===== config.mk =====
export PLATFORM = sky130hd
export DESIGN_NAME = fuel_refill_event_detector_core_flat
export DESIGN_NICKNAME = d
export VERILOG_FILES = /design/src/rtl/frd_pkg.sv /design/src/rtl/frd_if.sv /design/src/rtl/frd_cell.sv /design/src/rtl/fuel_refill_event_detector_core.sv /design/src/flat_wrapper.sv
export SDC_FILE = /design/constraint.sdc
export NUM_CORES = 1
export LEC_CHECK = 0
export ABC_CLOCK_PERIOD_IN_PS = 14500
export BUFFER_PORTS_ARGS = -buffer_cell sky130_fd_sc_hd__buf_2
export CORE_ASPECT_RATIO = 1.75
export CORE_MARGIN = 8
export CORE_UTILIZATION = 40
export DETAILED_ROUTE_END_ITERATION = 6
export SETUP_SLACK_MARGIN = 0.1
export SLEW_MARGIN = 10
export SYNTH_ARGS = -nofsm -noshare
export SYNTH_HDL_FRONTEND = slang
export SYNTH_SLANG_ARGS = --single-unit

===== constraint.sdc =====
create_clock -name clk -period 14.5 [get_ports clk]
set_input_delay 0.725 -clock clk [delete_from_list [all_inputs] [get_ports clk]]
set_output_delay 0.725 -clock clk [all_outputs]
set_load 0.02 [all_outputs]

===== src/rtl/frd_pkg.sv =====
// Package for the fuel refill event detector: widths, register indexes, record kinds.
// No dependencies.
`default_nettype none
package frd_pkg;
	localparam int SampleDepth = 5;
	localparam int SlotW = $clog2(SampleDepth);
	localparam int CntW = $clog2(SampleDepth + 1);
	localparam int LevelW = 7;
	localparam int CfgIdxW = 3;
	localparam int CfgDataW = 16;

	typedef enum logic [CfgIdxW-1:0] {
		REG_ENABLE = 3'd0,
		REG_INTERVAL = 3'd1,
		REG_HOLDOFF = 3'd2,
		REG_SPREAD = 3'd3,
		REG_INCREASE = 3'd4,
		REG_DECREASE = 3'd5
	} reg_idx_t;

	localparam logic KIND_CHECKPOINT = 1'b0;
	localparam logic KIND_REFILL = 1'b1;

	typedef struct packed {
		logic [31:0] time_ms;
		logic [7:0] fuel_level;
		logic ignition;
		logic [23:0] odometer;
		logic [11:0] year;
		logic [3:0] month;
		logic [4:0] day;
		logic [4:0] hour;
		logic [5:0] minute;
		logic [5:0] second;
	} tick_t;

	typedef struct packed {
		logic record_kind;
		logic [6:0] before_percent;
		logic [6:0] after_percent;
		logic [23:0] record_odometer;
		logic last_of_run;
	} rec_t;

	typedef enum logic [2:0] {
		ST_IDLE, ST_SORT, ST_DECIDE, ST_OUT1, ST_OUT2
	} state_t;

	// Sort cell control: load the ring, or run one odd/even transposition step.
	typedef struct packed {
		logic load;
		logic step;
		logic odd;
	} sort_ctl_t;
endpackage
`default_nettype wire


===== src/rtl/frd_if.sv =====
// Valid/ready channel interfaces for ticks and records.
// Depends on frd_pkg.
`default_nettype none
interface frd_tick_if;
	logic valid;
	logic ready;
	frd_pkg::tick_t data;
	modport source(output valid, output data, input ready);
	modport sink(input valid, input data, output ready);
endinterface

interface frd_rec_if;
	logic valid;
	logic ready;
	frd_pkg::rec_t data;
	modport source(output valid, output data, input ready);
	modport sink(input valid, input data, output ready);
endinterface
`default_nettype wire


===== src/rtl/frd_cell.sv =====
// One sort cell: holds a sample and compare-exchanges with its right or left neighbor, by step parity.
// Depends on frd_pkg.
`default_nettype none
module frd_cell (
	input wire logic clk,
	input wire frd_pkg::sort_ctl_t ctl,
	input wire logic is_even,
	input wire logic [frd_pkg::LevelW-1:0] load_val,
	input wire logic [frd_pkg::LevelW-1:0] left_val,
	input wire logic [frd_pkg::LevelW-1:0] right_val,
	input wire logic has_left,
	input wire logic has_right,
	output logic [frd_pkg::LevelW-1:0] val_q
);
	import frd_pkg::*;
	logic lead;
	assign lead = (is_even != ctl.odd);
	always_ff @(posedge clk) begin
		if (ctl.load) begin
			val_q <= load_val;
		end else if (ctl.step) begin
			if (lead && has_right && right_val < val_q) val_q <= right_val;
			else if (!lead && has_left && left_val > val_q) val_q <= left_val;
		end
	end
endmodule
`default_nettype wire


===== src/rtl/fuel_refill_event_detector_core.sv =====
// Top level of the fuel refill event detector: control, sample ring, sort cells, records.
// Depends on frd_pkg, frd_if and frd_cell.
//
// Channel   Dir  Payload
// tick      in   tick_t: time, level, ignition, odometer, wall clock
// rec       out  rec_t: kind, before, after, odometer, last flag
// cfg       in   we, idx, wdata
//
// An item that leaves a full ring is loaded into the sort cells, runs SampleDepth odd/even
// steps there and then passes a decision state; other items need no sort.
// Records leave through an output register, one per beat; the next tick is taken
// once the last record is taken. arst_n clears all control state at once.
`default_nettype none
module fuel_refill_event_detector_core (
	input wire logic clk,
	input wire logic arst_n,
	frd_tick_if.sink tick,
	frd_rec_if.source rec,
	input wire logic we,
	input wire logic [frd_pkg::CfgIdxW-1:0] idx,
	input wire logic [frd_pkg::CfgDataW-1:0] wdata
);
	import frd_pkg::*;

	logic en_q;
	logic [15:0] interval_q, holdoff_q;
	logic [6:0] spread_q, inc_q, dec_q;
	logic [LevelW-1:0] ring_q [SampleDepth];
	logic [SlotW-1:0] slot_q;
	logic [CntW-1:0] fill_q;
	logic [31:0] last_t_q;
	logic prev_ign_q, ign_seen_q, start_done_q, off_done_q;
	logic cp_valid_q, rf_valid_q;
	logic [6:0] cp_lvl_q, rf_before_q, rf_after_q;
	logic [23:0] rf_odo_q;
	state_t st_q, st_d;
	logic [CntW-1:0] step_q;
	logic ign_q;
	logic [23:0] odo_q;
	rec_t r2_q;
	logic two_q;
	logic out_valid_q;
	rec_t out_q;
	sort_ctl_t ctl;
	logic [LevelW-1:0] cv [SampleDepth];

	always_ff @(posedge clk or negedge arst_n) begin
		if (!arst_n) begin
			en_q <= 1'b0; interval_q <= 16'd1000; holdoff_q <= 16'd5000;
			spread_q <= 7'd2; inc_q <= 7'd10; dec_q <= 7'd5;
		end else if (we) begin
			case (reg_idx_t'(idx))
				REG_ENABLE: en_q <= wdata[0];
				REG_INTERVAL: interval_q <= wdata;
				REG_HOLDOFF: holdoff_q <= wdata;
				REG_SPREAD: spread_q <= wdata[6:0];
				REG_INCREASE: inc_q <= wdata[6:0];
				REG_DECREASE: dec_q <= wdata[6:0];
				default: ;
			endcase
		end
	end

	// Front end evaluation for the item at the port.
	tick_t tk;
	logic clk_ok, bad, ign_chg, take, full_after;
	logic [31:0] dt;
	assign tk = tick.data;
	assign clk_ok = tk.year >= 12'd2020 && tk.year <= 12'd2099 && tk.month >= 4'd1
		&& tk.month <= 4'd12 && tk.day >= 5'd1 && tk.hour <= 5'd23
		&& tk.minute <= 6'd59 && tk.second <= 6'd59;
	assign bad = !clk_ok || tk.fuel_level > 8'd100 || tk.time_ms <= {16'd0, holdoff_q};
	assign ign_chg = ign_seen_q && (tk.ignition != prev_ign_q);
	assign dt = tk.time_ms - last_t_q;
	assign take = !((last_t_q != 32'd0 && !ign_chg) && dt < {16'd0, interval_q});
	logic [CntW-1:0] fill_base;
	logic [SlotW-1:0] slot_base;
	assign fill_base = ign_chg ? '0 : fill_q;
	assign slot_base = ign_chg ? '0 : slot_q;
	assign full_after = tk.ignition ? (fill_base >= CntW'(SampleDepth - 1))
		: (fill_base == CntW'(SampleDepth));

	assign tick.ready = (st_q == ST_IDLE) && !out_valid_q;
	logic acc;
	assign acc = tick.valid && tick.ready;

	// Sorted values: min, max, median.
	logic [LevelW-1:0] lvl;
	logic stable;
	assign lvl = cv[SampleDepth/2];
	assign stable = ({1'b0, cv[SampleDepth-1]} - {1'b0, cv[0]}) <= {1'b0, spread_q};

	logic [7:0] lvl_inc, lvl_dec;
	assign lvl_inc = {1'b0, cp_lvl_q} + {1'b0, inc_q};
	assign lvl_dec = {1'b0, lvl} + {1'b0, dec_q};
	logic up, down, dup;
	assign up = {1'b0, lvl} >= lvl_inc;
	assign down = {1'b0, cp_lvl_q} >= lvl_dec;
	logic [23:0] odiff;
	assign odiff = rf_odo_q > odo_q ? rf_odo_q - odo_q : odo_q - rf_odo_q;
	assign dup = rf_valid_q && rf_before_q == cp_lvl_q && rf_after_q == lvl
		&& odiff <= 24'd10;

	// Load the cells in the first sort cycle from the ring just written.
	always_comb begin
		st_d = st_q;
		ctl = '0;
		ctl.odd = step_q[0];
		case (st_q)
			ST_IDLE: if (acc && en_q && !bad && take && full_after) st_d = ST_SORT;
			ST_SORT: begin
				ctl.load = (step_q == '0);
				ctl.step = 1'b1;
				if (step_q == CntW'(SampleDepth)) st_d = ST_DECIDE;
			end
			ST_DECIDE: st_d = ST_IDLE;
			ST_OUT1: st_d = ST_IDLE;
			ST_OUT2: st_d = ST_IDLE;
			default: st_d = ST_IDLE;
		endcase
	end

	rec_t cp_rec, rf_rec;
	always_comb begin
		cp_rec = '{KIND_CHECKPOINT, lvl, lvl, odo_q, 1'b1};
		rf_rec = '{KIND_REFILL, cp_lvl_q, lvl, odo_q, 1'b0};
	end

	always_ff @(posedge clk or negedge arst_n) begin
		if (!arst_n) begin
			st_q <= ST_IDLE; step_q <= '0; slot_q <= '0; fill_q <= '0; last_t_q <= '0;
			prev_ign_q <= 1'b0; ign_seen_q <= 1'b0; start_done_q <= 1'b0;
			off_done_q <= 1'b0; cp_valid_q <= 1'b0; cp_lvl_q <= '0; rf_valid_q <= 1'b0;
			rf_before_q <= '0; rf_after_q <= '0; rf_odo_q <= '0;
			out_valid_q <= 1'b0; two_q <= 1'b0;
		end else begin
			st_q <= st_d;
			if (out_valid_q && rec.ready) begin
				out_valid_q <= two_q;
				two_q <= 1'b0;
				out_q <= r2_q;
			end
			if (st_q == ST_SORT) step_q <= step_q + 1'b1;
			else step_q <= '0;
			if (acc && en_q) begin
				if (bad) begin
					slot_q <= '0; fill_q <= '0;
				end else begin
					if (!ign_seen_q) begin
						prev_ign_q <= tk.ignition; ign_seen_q <= 1'b1;
					end else if (ign_chg) begin
						prev_ign_q <= tk.ignition; off_done_q <= 1'b0;
						if (tk.ignition) start_done_q <= 1'b0;
					end
					if (take) begin
						last_t_q <= tk.time_ms;
						if (tk.ignition) begin
							slot_q <= (slot_base == SlotW'(SampleDepth - 1)) ? '0
								: slot_base + 1'b1;
							fill_q <= (fill_base == CntW'(SampleDepth)) ? fill_base
								: fill_base + 1'b1;
						end else if (ign_chg) begin
							slot_q <= '0; fill_q <= '0;
						end
					end
					ign_q <= tk.ignition;
					odo_q <= tk.odometer;
				end
			end
			if (st_q == ST_DECIDE && stable) begin
				if (ign_q && !start_done_q) begin
					start_done_q <= 1'b1;
					if (!cp_valid_q || up || down) begin
						cp_valid_q <= 1'b1; cp_lvl_q <= lvl;
						out_valid_q <= 1'b1;
						out_q <= (cp_valid_q && up && !dup) ? rf_rec : cp_rec;
						if (cp_valid_q && up && !dup) begin
							rf_valid_q <= 1'b1; rf_before_q <= cp_lvl_q;
							rf_after_q <= lvl; rf_odo_q <= odo_q;
							r2_q <= cp_rec; two_q <= 1'b1;
						end
					end
				end else if (!ign_q && !off_done_q) begin
					off_done_q <= 1'b1;
					if (cp_valid_q && down) begin
						cp_valid_q <= 1'b1; cp_lvl_q <= lvl;
						out_valid_q <= 1'b1; out_q <= cp_rec;
					end
				end
			end
		end
	end

	always_ff @(posedge clk) begin
		if (acc && en_q && !bad && take && tk.ignition)
			ring_q[slot_base] <= tk.fuel_level[6:0];
	end

	for (genvar g = 0; g < SampleDepth; g++) begin : g_cell
		frd_cell u_cell (
			.clk(clk), .ctl(ctl), .is_even(g % 2 == 0),
			.load_val(ring_q[g]),
			.left_val(cv[(g == 0) ? 0 : g - 1]),
			.right_val(cv[(g == SampleDepth - 1) ? g : g + 1]),
			.has_left(g != 0), .has_right(g != SampleDepth - 1),
			.val_q(cv[g])
		);
	end

	assign rec.valid = out_valid_q;
	assign rec.data = out_q;

`ifndef SYNTH
	a_ready_idle: assert property (@(posedge clk) disable iff (!arst_n)
		tick.ready |-> (st_q == ST_IDLE)) else $error("ready outside idle");
	a_fill_range: assert property (@(posedge clk) disable iff (!arst_n)
		fill_q <= CntW'(SampleDepth)) else $error("fill count overflow");
	a_two_hold: assert property (@(posedge clk) disable iff (!arst_n)
		two_q |-> out_valid_q) else $error("second record without first");
`endif
endmodule
`default_nettype wire


===== src/flat_wrapper.sv =====
// flat-port wrapper written by rule: the top's interface ports become plain ports
module fuel_refill_event_detector_core_flat import frd_pkg::*;
  (clk, arst_n, we, idx, wdata, tick_valid, tick_data, tick_ready, rec_valid, rec_data, rec_ready);
  frd_tick_if tick_i ();
  frd_rec_if rec_i ();
  input wire logic clk;
  input wire logic arst_n;
  input wire logic we;
  input wire logic [frd_pkg::CfgIdxW-1:0] idx;
  input wire logic [frd_pkg::CfgDataW-1:0] wdata;
  input wire logic [$bits(tick_i.valid)-1:0] tick_valid;
  input wire logic [$bits(tick_i.data)-1:0] tick_data;
  output wire logic [$bits(tick_i.ready)-1:0] tick_ready;
  output wire logic [$bits(rec_i.valid)-1:0] rec_valid;
  output wire logic [$bits(rec_i.data)-1:0] rec_data;
  input wire logic [$bits(rec_i.ready)-1:0] rec_ready;
  assign tick_i.valid = tick_valid;
  assign tick_i.data = tick_data;
  assign tick_ready = tick_i.ready;
  assign rec_valid = rec_i.valid;
  assign rec_data = rec_i.data;
  assign rec_i.ready = rec_ready;
  fuel_refill_event_detector_core u_core (.clk(clk), .arst_n(arst_n), .tick(tick_i), .rec(rec_i), .we(we), .idx(idx), .wdata(wdata));
endmodule

# Word level (Yosys, flattened, before mapping)
# Memories as Yosys holds them, arrays and structs flattened.
# Cells that the tools add are included.
classes:
  n_lt_le_gt_ge: 25
  mux: 79
  n_eq_ne: 18
  reduce_logical: 82
  add_sub_neg: 9
  bitwise_logic: 3
ops:
  columns: ["op", "n"]
  rows:
  - ["two-way mux 40 bit", 7]
  - ["two-way mux 7 bit", 22]
  - ["subtractor 24 bit", 2]
  - ["two-way mux 3 bit", 13]
  - ["logical AND 1 bit", 35]
  - ["two-way mux 1 bit", 34]
  - ["<= comparator 32 x 16 -> 1 bit", 1]
  - ["< comparator 32 x 16 -> 1 bit", 1]
  - ["nonzero test 32 bit", 1]
  - ["subtractor 32 bit", 1]
  - ["greater-than comparator 7 bit", 4]
  - ["< comparator 7 bit", 4]
  - ["AND reduction 2 bit", 14]
  - ["greater-than comparator 24 bit", 1]
  - ["<= comparator 24 x 4 -> 1 bit, second input constant", 1]
  - ["two-way mux 24 bit", 1]
  - ["adder 7 x 7 -> 8 bit", 2]
  - ["greater-or-equal comparator 7 x 8 -> 1 bit", 2]
  - ["== test 3 bit, second input constant", 5]
  - ["== test 7 bit", 2]
  - ["greater-or-equal comparator 12 x 11 -> 1 bit, second input constant", 1]
  - ["<= comparator 12 bit, second input constant", 1]
  - ["<= comparator 6 bit, second input constant", 2]
  - ["logical NOT 1 bit", 11]
  - ["other kinds (24)", 48]
word_totals:
  memories: 1
  mem_bits_rw: 35
  out_inout_bits: 42
  elab_cells: 254
  in_bits: 127
  register_bits: 282
memory_table:
  columns: ["memory", "words", "width", "rd", "rd_clocked_by_memory_dff", "wr", "line_no", "source"]
  rows:
  - ["u_core.ring_q", 5, 7, 5, 0, 1, "fuel_refill_event_detector_core.sv:28", "logic [LevelW-1:0] ring_q [SampleDepth];"]

# Logic depth before layout (Yosys ltp)
# Gate-level depths: netlist (run 1).
logic_depth:
  ltp_word: 17
  mapped_depth: 22
  mapped_depth_nobuf: 21

# Hierarchy
# From an unflattened synthesis (run 1), not the netlist that was laid out.
hier_totals:
  cells_unflattened: 2219
  area_unflattened_um2: 21916.0
by_module_without_submodules:
  columns: ["mod", "area_each_um2", "cells_per_inst", "n_inst", "seq_area_each_um2"]
  rows:
  - ["fuel_refill_event_detector_core", 18212.5, 1894, 1, 7707.4]
  - ["frd_cell", 740.7, 65, 5, 210.2]

# Worst setup path before layout (run 1)
# No wires, ideal clock.
synth_path:
  kind: "input -> register"
  from: "in tick_data[71]"
  to: "mem u_core.ring_q[1][0], enable pin"
  n_path_buf: 1
  setup_slack_ns: 8.787
  required_ns: 14.226
  cell_stages: 19
  setup_ns: 0.274
  arrival_time_ns: 5.439
  path_cell_list: "inv_1 ha_1 inv_1 fa_1 a211o_1 a2111oi_0 o211ai_1 a21oi_1 xnor2_1 ha_1 a21o_1 a2111oi_2 o2111ai_1 a211o_1 or4_1 nor4_2 a41oi_2 buf_2 and4b_1"
synth_via:
  elab_chain_len: 8
  word_cells_on_any_way: 12
  cone_classes: "add/sub (1); order compare (2); mux (2); reduce/logical (7)"
synth_rtl:
  columns: ["element", "line_no", "source"]
  rows:
  - ["start: declaration", "flat_wrapper.sv:12", "input wire logic [$bits(tick_i.data)-1:0] tick_data;"]
  - ["subtractor 32 bit / <= comparator 32 x 16 -> 1 bit (equally long branches)", "fuel_refill_event_detector_core.sv:74, fuel_refill_event_detector_core.sv:72", null]
  - ["< comparator 32 x 16 -> 1 bit / logical OR 1 bit (equally long branches)", "fuel_refill_event_detector_core.sv:75, fuel_refill_event_detector_core.sv:72", null]
  - ["logical AND 1 bit / logical NOT 1 bit (equally long branches)", "fuel_refill_event_detector_core.sv:75, fuel_refill_event_detector_core.sv:195", null]
  - ["logical NOT 1 bit / logical AND 1 bit (equally long branches)", "fuel_refill_event_detector_core.sv:75, fuel_refill_event_detector_core.sv:195", null]
  - ["logical AND 1 bit (*) (2 in a row)", "fuel_refill_event_detector_core.sv:195", "if (acc && en_q && !bad && take && tk.ignition)"]
  - ["two-way mux 1 bit (*)", "fuel_refill_event_detector_core.sv:195", null]
  - ["two-way mux 1 bit (not written as such) (*)", "fuel_refill_event_detector_core.sv:196", "ring_q[slot_base] <= tk.fuel_level[6:0];"]
  - ["end: declaration", "fuel_refill_event_detector_core.sv:28", null]
# Mark *: on every way between the ends. The rest lies on a longest branch, timed or not.

# Worst setup path after layout (run 1)
layout_path:
  from: "reg u_core.last_t_q[0]"
  to: "mem u_core.ring_q[0][4], enable pin"
layout_via:
  elab_chain_len: 8
  word_cells_on_any_way: 10
  cone_classes: "add/sub (1); order compare (1); mux (2); reduce/logical (6)"
layout_rtl:
  columns: ["element", "line_no", "source"]
  rows:
  - ["start: declaration", "fuel_refill_event_detector_core.sv:31", "logic [31:0] last_t_q;"]
  - ["start signal: assignment", "fuel_refill_event_detector_core.sv:156", "last_t_q <= tk.time_ms;"]
  - ["subtractor 32 bit / nonzero test 32 bit (equally long branches)", "fuel_refill_event_detector_core.sv:74, fuel_refill_event_detector_core.sv:75", null]
  - ["< comparator 32 x 16 -> 1 bit / logical AND 1 bit (equally long branches)", "fuel_refill_event_detector_core.sv:75", "assign take = !((last_t_q != 32'd0 && !ign_chg) && dt < {16'd0, interval_q});"]
  - ["logical AND 1 bit (*)", "fuel_refill_event_detector_core.sv:75", null]
  - ["logical NOT 1 bit (*)", "fuel_refill_event_detector_core.sv:75", null]
  - ["logical AND 1 bit (*) (2 in a row)", "fuel_refill_event_detector_core.sv:195", null]
  - ["two-way mux 1 bit (*)", "fuel_refill_event_detector_core.sv:195", null]
  - ["two-way mux 1 bit (not written as such) (*)", "fuel_refill_event_detector_core.sv:196", null]
# Marked as above.

==> results of run 1 <==
==> power breakdown <==
part / internal [mW] / total (mW) / switching [mW]
combinational: 0.122 / 0.294 / 0.172
clock: 0.515 / 0.902 / 0.386
sequential: 0.993 / 1.01 / 0.0200
==> cells in the mapped netlist (19+ instances only) <==
library cell,count
o21ai_0,162
clkbuf_1,65
edfxtp_1,166
nor2_1,105
a21oi_1,117
dfrtp_1,134
mux2_2,45
xor2_1,31
nor4_1,26
nand2b_1,27
and2_1,19
a211oi_1,26
o21a_1,30
a31oi_1,41
a21o_1,39
nand4_1,30
mux2i_1,51
o211ai_1,19
nand3_1,27
ha_1,182
nand2_1,254
inv_1,182
xnor2_1,46
nor2b_1,21
nor3_1,29
==> state kept, by name, indices dropped and copies added (netlist names), 2 cells and up <==
name and flops:
u_core.r2_q 31, u_core.cp_lvl_q 7, u_core.fill_q 3, u_core.rec.data 40, u_core.st_q 2, u_core.odo_q 24
u_core.rf_odo_q 24, u_core.slot_q 3, u_core.inc_q 7, u_core.ring_q 35, u_core.spread_q 7, u_core.holdoff_q 16
u_core.g_cell.u_cell.val_q 35, u_core.last_t_q 32, u_core.step_q 3, u_core.rf_before_q 7, u_core.interval_q 16, u_core.dec_q 7
u_core.rf_after_q 7
==> through the flow <==
| step | setup slack [ns] | area, um2 | util, % | instances | hold WS [ns] |
|---|---|---|---|---|---|
| detailed placement | 7.720 | 22040 | 43.04 | 2883 | 0.4745 |
| global route | 7.569 | 23170 | 45.26 | 2945 | 0.09728 |
| floorplan | 8.787 | 20580 | - | 2113 | 0.4294 |
| global placement | 7.803 | 22040 | 43.04 | 2883 | 0.4606 |
| finish | 8.034 | 23180 | 45.27 | 2946 | 0.1032 |
| CTS | 8.184 | 23170 | 45.26 | 2945 | 0.08251 |
==> routing by layer <==
layer | global-route usage (%) | wire length [um] | vias to the layer above
li1 | - | - | 7890
met1 | 20.99 | 22930 | 7945
met2 | 39.20 | 32950 | 418
met3 | 2.542 | 2010 | 144
met4 | 10.00 | 3022 | 0
met5 | 0 | 0 | -
==> final timing paths <==
| check | startpoint | end | slack [ns] | cells after the start |
|---|---|---|---|---|
| setup / recovery | u_core.last_t_q[0] | u_core.ring_q[0][4] | 8.03 | 18 |
| hold / removal | arst_n | u_core.rf_after_q[6] | 0.10 | 1 |
| setup reg to reg | u_core.last_t_q[0] | u_core.ring_q[0][4] | 8.03 | 18 |
| hold reg to reg | u_core.ign_seen_q | u_core.ign_seen_q | 0.49 | 1 |
| max in group asynchronous | arst_n | u_core.cp_lvl_q[4] | 13.39 | 2 |
| min in group clk | tick_data[57] | u_core.odo_q[19] | 0.36 | 1 |
==> worst max-delay path: stages, from the launching register on <==
cell       delay, ns
dfrtp_1         0.39
ha_1            0.18
inv_1           0.06
fa_1            0.43
a211o_1         0.32
a2111oi_0       0.85
o211ai_1        0.40
a21oi_1         0.29
xnor2_1         0.15
ha_1            0.27
a21o_1          0.19
a2111oi_2       0.39
o2111ai_1       0.16
a211o_1         0.28
or4_1           0.49
nor4_2          0.56
nand4_1         0.24
nand3_1         0.25
a21oi_1         0.21
==> layout make-up <==
type / count / share of cell area, %
well taps: 672 / 3.628
flip-flops and latches: 316 / 37.79
multi-input cells: 1533 / 46.51
inverters: 182 / 2.948
clock buffers: 45 / 4.027
repair buffers: 180 / 4.205
diodes: 1 / 0.01080
clock inverters: 17 / 0.8799
==> cells by family (layout without fill, tap and decap cells) <==
group | after synthesis | in the layout
and+or+nand+nor | 605 | 605
AOI/OAI and AO/OA | 554 | 554
DFF | 316 | 316
buffers and inverters | 264 | 424
adders and majority gates | 188 | 188
muxes | 109 | 109
xor gates and xnor gates | 77 | 77
other | 0 | 1
==> summary.txt, run 1 <==
Die Span Y -> 316.0 um
Vias/cell -> 5.566
I/O Pins -> 169
Status -> finished, final reports clean
Top-area cell type share of the netlist area -> 24.23%
Crit-path max FO -> 7
DIE AREA -> 59,240 um2
Cts hold-fix bufs -> 0
P_leak -> 10.27 nW
Synth Warn # -> 0
Clock transition at path regs -> 0.06 ns
Mux share of post-synthesis cell area -> 5.892%
Startpoint types -> flop
Initial Util -> 40.19%
Asr flop ratio synth -> 47.47%
Post-CTS setup buffers -> 0
Worst EP required -> 14.71 ns
Vias in the first global route -> 17,287
CTS buffer count -> 34
Area share of and/or/nand/nor cells after synthesis -> 14.17%
Core area -> 51,200 um2
Final Hold Viols -> 0
Max transition margin -> 29.91%
Tot Pwr -> 2.209 mW
Routed wire length per instance -> 20.68 um
Via count -> 16,397
Clock Sinks -> 316
Hold WC Path Type -> in -> async
TritonCTS clock tree -> yes
Overflow after GRT -> 0
XOR/XNOR share of the synthesized area -> 3.278%
# DRC -> 0
Nets -> 2,562
Worst vdd ir -> 0.09580 mV
Cell Area, Synth -> 20,580 um2
Synth area leaders -> edfxtp_1 (24%), dfrtp_1 (16%), ha_1 (11%)
Adder-cell area share of the yosys netlist -> 11.65%
Largest net degree at the start of global routing -> 124
Layout Area Growth over Synthesis -> 12.64%
ANT nets after route -> 0
Endpoints failing setup -> 0
Final WL -> 60.91 mm
Fill cells -> 5,045
IO buf count -> 159
Worst setup EP type -> flop
RSZ-0062 raised after global routing -> false
Number of max-cap violations -> 0
Fin. max-slew vios -> 0
Ys flop type -> edfxtp_1
Final period util -> 44.59%
Commonest non-fill, non-tap cell in the layout -> nand2_1
Clk_lat worst skew -> 0.55 ns
Cell taking the most area after synthesis -> edfxtp_1
Antenna violations before repair -> 1
Mapped Nets -> 2,428
H-Tree Depth -> 2
Least-Margin Pin Slew -> 1.037 ns
EDFF count, synth -> 166
Setup_tns -> 0 ns
Placer Congestion -> 0.9301
PwrDens -> 95.31 nW/um2
HPWL after DPL -> 47.67 mm
Commonest cells after routing, fill and taps aside -> nand2_1 (253), inv_1 (182), ha_1 (182), edfxtp_1 (166), o21ai_0 (162)
Initial detailed-routing violation count -> 794
Critical path type -> reg -> reg
Netlist cell types -> 83
Skew final -> 0.01887 ns
Cells after Synth -> 2,113
PostCTS Resize Cnt -> 0
Multi-input gate area -> 10,780 um2
Largest family of logic cells by synthesized area -> compound AO/OA/AOI/OAI gates
TritonRoute pass-1 iters -> 5
Storage element area -> 8758 um2
Number of core rows -> 110
Fin crit period -> 6.466 ns
Syn avg cell area -> 9.738 um2
Post-synthesis compound-gate area fraction -> 17.28%
Tot GR Track Use -> 20.18%
Root Buffer -> clkbuf_16
Die width -> 187.4 um
Global-route wire length before repair -> 94.91 mm
Worst-case clock buffer depth -> 3
Data arrival, critical path -> 6.68 ns
Max Freq -> 0.1547 GHz
Synth Register Bits -> 316
Seq/Total Area, Yosys -> 42.57%
Fraction of layout cells with a size suffix above 1 -> 14.65%
(Power assumes the default switching activity.)
==> run 2: changes to the inputs <==
- ABC_CLOCK_PERIOD_IN_PS: 14500 -> 6610
- clock period: 14.5 -> 6.61 ns (I/O delays scaled with it)
==> summary.txt, run 2 (same netlist as run 1, synthesis figures left out) <==
Number of core rows -> 110 (unchanged)
Seq pwr share -> 45.2% (-0.7 points)
Data arrival, critical path -> 6.17 ns (-0.51 ns)
Vias/cell -> 5.553 (-0.23%)
Final WL -> 61.20 mm (+0.48%)
Placer Congestion -> 0.9350 (+0.53%)
ANT cells -> 0 (-1)
Worst-case clock buffer depth -> 3 (unchanged)
Max reg flops -> 40 (unchanged)
Cell area after layout -> 23,550 um2 (+1.6%)
Overflow after GRT -> 0 (unchanged)
RSZ-0062 raised after global routing -> false
I/O Pins -> 169 (unchanged)
HPWL after DPL -> 48.28 mm (+1.3%)
Layout Area Growth over Synthesis -> 14.43%
FF-to-FF setup slack -> 0.67 ns (-7.37 ns)
Setup crit start -> u_core.last_t_q[0]
Antenna violations before repair -> 1 (unchanged)
Root Buffer -> clkbuf_16
Number of max-cap violations -> 0 (unchanged)
CP Buf/Inv Count -> 2 (+1)
Worst vdd ir -> 0.2026 mV (+110%)
Startpoint types -> flop
Initial Util -> 40.19% (unchanged)
Hold WC Path Type -> in -> reg
Die Span Y -> 316.0 um (unchanged)
Commonest non-fill, non-tap cell in the layout -> nand2_1
Min-delay src -> wdata[12]
Fin crit period -> 5.943 ns (-0.5228 ns)
Comb power frac -> 13.3% (about the same)
Vias in the first global route -> 17,498 (+1.2%)
CP delay by family, top -> compound AO/OA/AOI/OAI gates
Worst-case reg-to-reg path depth -> 19 (+1)
Gr busiest metal -> met2
Least-Margin Pin Slew -> 1.153 ns (+0.1159 ns)
Tot GR Track Use -> 20.30% (+0.12 points)
Worst setup EP type -> flop
Switching share of power -> 26.01% (-0.18 points)
Routed wire length per instance -> 20.53 um (-0.70%)
Global-route wire length before repair -> 95.26 mm (+0.37%)
Met3 Use GR -> 2.531% (-0.011 points)
Max transition margin -> 21.13% (-8.8 points)
Status -> finished, final reports clean
Core area -> 51,200 um2 (unchanged)
Crit. path cell count -> 19 (+1)
Cts hold-fix bufs -> 27 (+27)
Clock power frac -> 41.5% (+0.7 points)
FF-to-FF Start -> u_core.last_t_q[0]
Worst path max stage delay -> 0.48 ns (-0.37 ns)
Clk_lat worst skew -> 0.55 ns (about the same)
Skew final -> 0.02940 ns (+0.01053 ns)
Worst EP required -> 6.84 ns (-7.87 ns)
Clock transition at path regs -> 0.06 ns (about the same)
Critical-path cell list -> ha_1, inv_1, fa_1, a211o_1, a2111oi_0, buf_4, o211ai_1, a21oi_1, xnor2_1, ha_1, a21o_1, a2111oi_2, o2111ai_1, a211o_1, or4_1, nor4_2, nand4_1, nand3_1, a21oi_1
Sw Pwr -> 1.280 mW (+120%)
# DRC -> 0 (unchanged)
Nets -> 2,598 (+1.4%)
P_leak -> 10.43 nW (+1.5%)
Critical path type -> reg -> reg
Post-CTS setup buffers -> 0 (unchanged)
Setup_tns -> 0 ns (unchanged)
ANT nets after route -> 0 (unchanged)
IO buf count -> 159 (unchanged)
Die width -> 187.4 um (unchanged)
Final period util -> 89.91% (+45 points)
Endpoints failing setup -> 0 (unchanged)
Crit-path max FO -> 7 (unchanged)
TritonCTS clock tree -> yes
PostCTS Resize Cnt -> 0 (unchanged)
Layout Utilization -> 45.99% (+0.72 points)
Largest net degree at the start of global routing -> 77 (-38%)
Fraction of layout cells with a size suffix above 1 -> 14.98% (+0.33 points)
Fin. max-slew vios -> 0 (unchanged)
Via count -> 16,554 (+0.96%)
Commonest cells after routing, fill and taps aside -> nand2_1 (253), inv_1 (182), ha_1 (182), edfxtp_1 (166), o21ai_0 (162)
Clock Sinks -> 316 (unchanged)
Final Hold Viols -> 0 (unchanged)
Crit path to -> u_core.ring_q[0][3]
Cell Int Power -> 3.641 mW (+120%)
PwrDens -> 209.0 nW/um2 (+120%)
Global Route met1 Usage -> 20.31% (-0.68 points)
Worst path slowest cell -> or4_1
TritonRoute pass-1 iters -> 5 (unchanged)
Reg-to-Reg End -> u_core.ring_q[0][3]
Grt met2 use -> 40.10% (+0.90 points)
Initial detailed-routing violation count -> 869 (+9.4%)
DIE AREA -> 59,240 um2 (unchanged)
Max Freq -> 0.1683 GHz (+8.8%)
H-Tree Depth -> 2 (unchanged)
Dpl cell area -> 22,090 um2 (+0.25%)
CTS buffer count -> 34 (unchanged)
run 2: cell types whose count changed in the layout (fill, tap and decap cells not counted), sizes merged:
cell	change
diode	-1
clkbuf	-3
bufinv	+2
clkinvlp	+1
buf	+9
dlygate4sd3	+27
run 2: worst min path at each step:
stage | endpoint | slack, ns | cells past startpoint
after global routing | u_core.odo_q[15] | 0.008 | 1
after CTS | u_core.last_t_q[29] | 0.0006 | 3
final | u_core.holdoff_q[12] | 0.02 | 3
after floorplan | u_core.cp_lvl_q[0] | 0.03 | 0
after detailed placement | u_core.cp_lvl_q[4] | 0.43 | 1
after global placement | u_core.cp_lvl_q[5] | 0.42 | 1
run 2: area by class of cell:
type / count / area, um2
Fill cell: 4955 / 27650
Multi-Input combinational cell: 1533 / 10790
Sequential cell: 316 / 8758
Timing Repair Buffer: 216 / 1300
Clock buffer: 42 / 900.9
Tap cell: 672 / 840.8
Inverter: 182 / 683.2
Clock inverter: 20 / 275.3
run 2: power groups by stage:
stage	Clock (mW)	Sequential, mW	Combinational [mW]
finish	2.04	2.22	0.656
global route	2.16	2.23	0.739
CTS	2.09	2.22	0.662
detailed placement	0	2.26	0.645
global placement	0	2.26	0.626
floorplan	0	2.26	0.404
run 2: stage by stage:
stage	instances	hold slack (ns)	power [mW]	worst slack (ns)
5_1_grt	2981	0.007651	5.132	0.3801
3_5_place_dp	2892	0.4257	2.907	0.5387
3_3_place_gp	2892	0.4205	2.885	0.5626
2_1_floorplan	2113	0.03491	2.669	1.292
6_report	2981	0.02431	4.921	0.6669
4_1_cts	2981	0.0005887	4.974	0.6396
run 2: tightest hold or removal path, stage by stage:
cell and delay (ns):
buf_2 0.12, nand2_1 0.05, o21ai_0 0.07
run 2: routing by layer:
| layer | wire length [um] | up-vias |
|---|---|---|
| met5 | 8 | - |
| met2 | 33370 | 425 |
| met4 | 3332 | 2 |
| met1 | 22280 | 8031 |
| li1 | - | 7960 |
| met3 | 2210 | 136 |
